## src/hdl/bphtrk_pkg.sv

```systemverilog
package bphtrk_pkg;

    // Button index width and count of tracked buttons
    localparam int BTN_W       = 1;
    localparam int NUM_BUTTONS = 2;
    localparam int CNT_W       = 8;
    localparam int CFG_IDX_W   = 1;

    localparam logic [CNT_W-1:0] CNT_MAX          = {CNT_W{1'b1}};
    localparam logic [CNT_W-1:0] HOLD_TICKS_RST   = CNT_W'(5);
    localparam logic [CNT_W-1:0] REPEAT_TICKS_RST = CNT_W'(10);

    // Configuration register indexes
    localparam logic [CFG_IDX_W-1:0] REG_HOLD_TICKS   = 1'b0;
    localparam logic [CFG_IDX_W-1:0] REG_REPEAT_TICKS = 1'b1;

    // Item opcodes and pin levels
    localparam logic OP_PIN       = 1'b0;
    localparam logic OP_TICK      = 1'b1;
    localparam logic PIN_PRESSED  = 1'b0;

    typedef enum logic [1:0] {
        ST_UP   = 2'd0,
        ST_DOWN = 2'd1,
        ST_HOLD = 2'd2
    } t_status;

    typedef enum logic [2:0] {
        EV_DOWN       = 3'd0,
        EV_UP         = 3'd1,
        EV_RELEASE    = 3'd2,
        EV_HOLD       = 3'd3,
        EV_HOLD_CLICK = 3'd4
    } t_event;

    typedef struct packed {
        t_status          status;
        logic [CNT_W-1:0] count;
        logic             armed;
    } t_btn_state;

    typedef struct packed {
        logic    emit;
        t_event  ev;
        t_status status;
    } t_step_res;

endpackage

```

## src/hdl/bphtrk_step.sv

```systemverilog
module bphtrk_step
    import bphtrk_pkg::*;
(
    input  logic             i_op,
    input  logic             i_pin_level,
    input  t_btn_state       i_cur,
    input  logic [CNT_W-1:0] i_hold_ticks,
    input  logic [CNT_W-1:0] i_repeat_ticks,
    output t_btn_state       o_next,
    output t_step_res        o_res
);

    // Update one button's state for a pin edge or a hold tick
    always_comb begin
        o_next       = i_cur;
        o_res.emit   = 1'b0;
        o_res.ev     = EV_DOWN;
        o_res.status = i_cur.status;

        if (i_op == OP_PIN) begin
            if (i_pin_level == PIN_PRESSED) begin
                // press: arm hold timing from zero
                o_next.status = ST_DOWN;
                o_next.count  = '0;
                o_next.armed  = 1'b1;
                o_res.emit    = 1'b1;
                o_res.ev      = EV_DOWN;
                o_res.status  = ST_DOWN;
            end else begin
                // release: short press reports up, after hold reports release
                o_next.status = ST_UP;
                if (i_cur.armed) begin
                    o_next.armed = 1'b0;
                    o_next.count = '0;
                end
                o_res.emit   = 1'b1;
                o_res.ev     = (i_cur.status == ST_DOWN) ? EV_UP : EV_RELEASE;
                o_res.status = ST_UP;
            end
        end else if (i_cur.armed) begin
            if (i_pin_level != PIN_PRESSED) begin
                // tick saw the pin up: drop tracking silently
                o_next.armed  = 1'b0;
                o_next.count  = '0;
                o_next.status = ST_UP;
            end else begin
                // hold wins over repeat on the same tick
                if (i_cur.count == i_hold_ticks) begin
                    o_next.status = ST_HOLD;
                    o_res.emit    = 1'b1;
                    o_res.ev      = EV_HOLD;
                    o_res.status  = ST_HOLD;
                end else if (i_cur.count > i_repeat_ticks) begin
                    o_res.emit    = 1'b1;
                    o_res.ev      = EV_HOLD_CLICK;
                end
                // advance the counter, saturating
                if (i_cur.count != CNT_MAX) begin
                    o_next.count = i_cur.count + CNT_W'(1);
                end
            end
        end
    end

endmodule

```

## src/hdl/button_press_hold_tracker_unit.sv

```systemverilog
// Channel  | Handshake                  | Beat contents
// ---------+----------------------------+----------------------------------------
// input    | i_in_valid / o_in_ready    | i_op, i_button, i_pin_level
// result   | o_out_valid / i_out_ready  | o_button_out, o_event_res, o_status_now
// config   | i_cfg_we (no wait)         | i_cfg_idx, i_cfg_data
//
// One beat per cycle sustained while results are taken; a beat passes the input register
// first, and its result is then written to the result register.
// The update runs between the input register and the result register, and the
// per-button state is written in the same cycle, so back-to-back beats chain.
// Synchronous active-low reset clears state to up, unarmed, counters zero.
// A stalled result holds the result register; items with no result still pass.
module button_press_hold_tracker_unit
    import bphtrk_pkg::*;
(
    input  logic                 i_clk,
    input  logic                 i_rst_n,

    input  logic                 i_in_valid,
    output logic                 o_in_ready,
    input  logic                 i_op,
    input  logic [BTN_W-1:0]     i_button,
    input  logic                 i_pin_level,

    output logic                 o_out_valid,
    input  logic                 i_out_ready,
    output logic [BTN_W-1:0]     o_button_out,
    output logic [2:0]           o_event_res,
    output logic [1:0]           o_status_now,

    input  logic                 i_cfg_we,
    input  logic [CFG_IDX_W-1:0] i_cfg_idx,
    input  logic [CNT_W-1:0]     i_cfg_data
);

    logic             r_in_valid;
    logic             r_op;
    logic [BTN_W-1:0] r_button;
    logic             r_pin_level;

    logic [CNT_W-1:0] r_hold_ticks;
    logic [CNT_W-1:0] r_repeat_ticks;

    t_btn_state       r_state [NUM_BUTTONS];

    logic             r_out_valid;
    logic [BTN_W-1:0] r_button_out;
    t_event           r_event;
    t_status          r_status;

    t_btn_state       w_cur;
    t_btn_state       n_state;
    t_step_res        w_res;
    logic             w_go;

    // Configuration registers
    always_ff @(posedge i_clk) begin
        if (!i_rst_n) begin
            r_hold_ticks   <= HOLD_TICKS_RST;
            r_repeat_ticks <= REPEAT_TICKS_RST;
        end else if (i_cfg_we) begin
            unique case (i_cfg_idx)
                REG_HOLD_TICKS:   r_hold_ticks   <= i_cfg_data;
                REG_REPEAT_TICKS: r_repeat_ticks <= i_cfg_data;
                default:          ;
            endcase
        end
    end

    // Process the held beat when the result slot is free or not needed
    assign w_go       = r_in_valid && (!w_res.emit || !r_out_valid || i_out_ready);
    assign o_in_ready = !r_in_valid || w_go;

    // Input register
    always_ff @(posedge i_clk) begin
        if (!i_rst_n) begin
            r_in_valid <= 1'b0;
        end else if (o_in_ready) begin
            r_in_valid <= i_in_valid;
        end
    end

    always_ff @(posedge i_clk) begin
        if (o_in_ready && i_in_valid) begin
            r_op        <= i_op;
            r_button    <= i_button;
            r_pin_level <= i_pin_level;
        end
    end

    assign w_cur = r_state[r_button];

    bphtrk_step u_step (
        .i_op           (r_op),
        .i_pin_level    (r_pin_level),
        .i_cur          (w_cur),
        .i_hold_ticks   (r_hold_ticks),
        .i_repeat_ticks (r_repeat_ticks),
        .o_next         (n_state),
        .o_res          (w_res)
    );

    // Per-button state
    always_ff @(posedge i_clk) begin
        if (!i_rst_n) begin
            for (int b = 0; b < NUM_BUTTONS; b++) begin
                r_state[b] <= '{status: ST_UP, count: '0, armed: 1'b0};
            end
        end else if (w_go) begin
            r_state[r_button] <= n_state;
        end
    end

    // Result register
    always_ff @(posedge i_clk) begin
        if (!i_rst_n) begin
            r_out_valid <= 1'b0;
        end else if (w_go && w_res.emit) begin
            r_out_valid <= 1'b1;
        end else if (i_out_ready) begin
            r_out_valid <= 1'b0;
        end
    end

    always_ff @(posedge i_clk) begin
        if (w_go && w_res.emit) begin
            r_button_out <= r_button;
            r_event      <= w_res.ev;
            r_status     <= w_res.status;
        end
    end

    assign o_out_valid  = r_out_valid;
    assign o_button_out = r_button_out;
    assign o_event_res  = 3'(r_event);
    assign o_status_now = 2'(r_status);

endmodule
```

## config.mk

```make
export PLATFORM = sky130hd
export DESIGN_NAME = button_press_hold_tracker_unit
export DESIGN_NICKNAME = d
export VERILOG_FILES = /design/src/hdl/bphtrk_pkg.sv /design/src/hdl/bphtrk_step.sv /design/src/hdl/button_press_hold_tracker_unit.sv
export SDC_FILE = /design/constraint.sdc
export NUM_CORES = 1
export LEC_CHECK = 0
export BUFFER_PORTS_ARGS = -buffer_cell sky130_fd_sc_hd__buf_4
export CORE_MARGIN = 10
export CORE_UTILIZATION = 59
export CTS_BUF_LIST = sky130_fd_sc_hd__clkbuf_4 sky130_fd_sc_hd__clkbuf_8 sky130_fd_sc_hd__clkbuf_16
export DETAILED_ROUTE_END_ITERATION = 8
export PLACE_DENSITY = 0.79
export RECOVER_POWER = 25
export SYNTH_ARGS = -nofsm -noshare
export SYNTH_HDL_FRONTEND = slang
export SYNTH_SLANG_ARGS = --single-unit
```

## constraint.sdc

```tcl
create_clock -name i_clk -period 4.5 [get_ports i_clk]
set_input_delay 0.45 -clock i_clk [delete_from_list [all_inputs] [get_ports i_clk]]
set_output_delay 0.45 -clock i_clk [all_outputs]
set_load 0.005 [all_outputs]
```

==> metrics.txt <==
first-pass GRT wire length 10.21 mm; most instantiated library cell after synthesis nand2_1; Util after Layout 69.74%; clock network fraction of design power 30.5%; Max IR drop VDD 225.8 uV; gpl congestion 0.8732; Detailed Route Iter0 Violations 331; Syn Inst Count 290; CTS tree built; reported net switching power 0.2881 mW; number of vias per cell 6.005; initial antenna violation count 0; area share of the largest cell type after synthesis 33.27%; number of global-route vias before repair 2120; Seq pwr share 51.7%; combinational share of power 17.9%; hold path cells 1; top post-synthesis cells by count nand2_1, edfxtp_1, nor2_1; Final ANT Viol Nets 0; Min Clock Period, post-route 3912 ps; Longest Clk Path Bufs 2; dominant cells by area after synthesis edfxtp_1, dfxtp_1, nand2_1; CP Capture Type primary output; clock root cell clkbuf_8; Yosys reg bits 50; worst hold path type in -> reg; Worst-Skew Late Latency 310 ps; clock sink count 50; Startpoint Class flop; Worst Slack Setup Final 588.3 ps; Max Slew Vio Count 0; final worst path period share 86.93%; DRC viols 0; Lkg Pwr 1.172 nW; ANT cells 0; hold endpoint r_op; Max Cap Viol 0; Post-synth EDFFs 31; worst-path maximum fanout 22; Fmax 255.6 MHz; relative slew slack 37.44%; final setup TNS 0 ps; final setup vio count 0; die area 7896 um^2; worst path required time 4050 ps; Starting Density 62.53%; switching portion of total power 27.60%; hold buffers post-CTS 0; syn_nets 316; Clock Skew 7.298 ps; Pwr Total 1.044 mW; final hold violation count 0; core area 4474 um^2; I/O Buffers 24; final wirelength 6.281 mm; nets 339; grt ovf 0; Crit Path Category reg -> out; hpwl dp 4.641 mm; routed length per placed instance 17.16 um; DP Worst Slack 920.5 ps; worst reg2reg path depth 9; Chip Height 88.86 um; post-CTS sizing 0; CTS H-Tree Depth 2; layout cells sized above 1 15.29%; RSZ-0062 raised after global routing false; Worst-path clk slew 90 ps; Pwr per Cell Area 334.5 nW/um^2; global-route usage over all layers 16.56%; largest net degree at the start of global routing 23; ys flop type edfxtp_1; area grow syn2layout 11.54%; Yosys Warn Count 0; outcome finished, final reports clean; filler cell count 346; number of detailed-route iterations in the first pass 5; Post-synth ARST share 0%; sequential-to-total area share from yosys stat 46.87%; CP arrival 3460 ps; Post CTS Setup Buffer Count 0; Mapped Area 2798 um^2; row count 24; Pint 0.7556 mW; worst r2r dst o_status_now[1]; Worst-Margin Slew 937.1 ps; DR vias 2198; synth unique cells 41; hold_sp i_op; Syn Area/Cell 9.647 um^2; FF-to-FF setup slack 890 ps; Yosys top cell by area edfxtp_1; Die W 88.86 um; I/O pin cnt 25; CTS Buf Count 5
cell type report:
cell class / instances / area [um^2] / share of cell area [%]
clock inverters: 3 / 45.04 / 1.443
inverters: 15 / 56.30 / 1.804
clock buffers: 5 / 68.82 / 2.205
well taps: 52 / 65.06 / 2.085
flip-flops and latches: 50 / 1311 / 42.02
repair buffers: 27 / 195.2 / 6.255
multi-input cells: 214 / 1379 / 44.19
critical path, cell delays in order (launching register included):
cell and delay (ps):
dfxtp_1 950, mux2i_2 540, inv_1 160, ha_1 330, nand4_1 90, o211ai_1 80
a21oi_1 340, a21oi_1 190, a21oi_1 260, inv_1 70, buf_4 130
metrics by stage:
stage	instance area [um^2]	std cells	hold slack, ps
final	3120	366	334.1
after global routing	3120	366	330.8
after CTS	3128	366	309.0
after detailed placement	3014	358	468.4
after global placement	3014	358	451.2
after floorplan	2798	290	443.5
how the worst max path moves through the flow:
stage               cells past startpoint  startpoint  slack [ps]              end
detailed placement                      9        flop         920   o_event_res[0]
finish                                 10        flop         590       o_in_ready
global route                           10        flop         390       o_in_ready
floorplan                              10        flop        1250    r_state[1][0]
global placement                        9        flop        1050  o_status_now[0]
CTS                                    10        flop         630       o_in_ready
logic make-up (layout without fill, tap and decap cells):
group                      count (synthesis)  after routing  share of synthesized area, %
AOI/OAI and AO/OA                         68             68                         15.97
xor gates and xnor gates                   8              8                         2.505
muxes                                     16             16                         6.708
buffers and inverters                     26             50                         3.846
and+or+nand+nor                          113            113                         20.08
adders and majority gates                  9              9                         4.025
DFF                                       50             50                         46.87
registers in the layout (all words and copies together), names as in the netlist, 2 cells and up, named ones only:
signal and flops:
o_event_res 3, o_status_now 2, r_hold_ticks 8, r_repeat_ticks 8
r_state 22
cells in the final DEF (no fill, tap or decap), drive strengths merged, types with 2 or more instances in the layout:
cell type,count
buf,21
inv,15
and2,3
a221oi,2
a31oi,4
o21a,3
o211ai,5
a211oi,6
nand3,15
nor2,24
ha,9
nor3,2
clkinvlp,2
edfxtp,31
nor2b,6
xor2,3
mux2i,9
a21boi,15
nand3b,4
nand2,47
xnor2,5
a21oi,18
nor4,2
nand2b,3
nand4,5
dfxtp,19
o21ai,10
mux2,7
clkbuf,11
power by group through the flow:
| stage | Combinational, mW | Clock (mW) | Sequential, mW |
|---|---|---|---|
| floorplan | 0.143 | 0 | 0.537 |
| global placement | 0.179 | 0 | 0.548 |
| detailed placement | 0.185 | 0 | 0.550 |
| CTS | 0.185 | 0.321 | 0.539 |
| global route | 0.206 | 0.334 | 0.543 |
| finish | 0.186 | 0.318 | 0.539 |
layer usage:
| layer | part of all wire, % | global-route usage [%] |
|---|---|---|
| met4 | 1.4 | 4.699 |
| met5 | 0 | 0 |
| met3 | 5.1 | 3.401 |
| met2 | 47 | 26.53 |
| met1 | 46 | 22.04 |
Note: power is estimated with default switching activity, not from simulation.
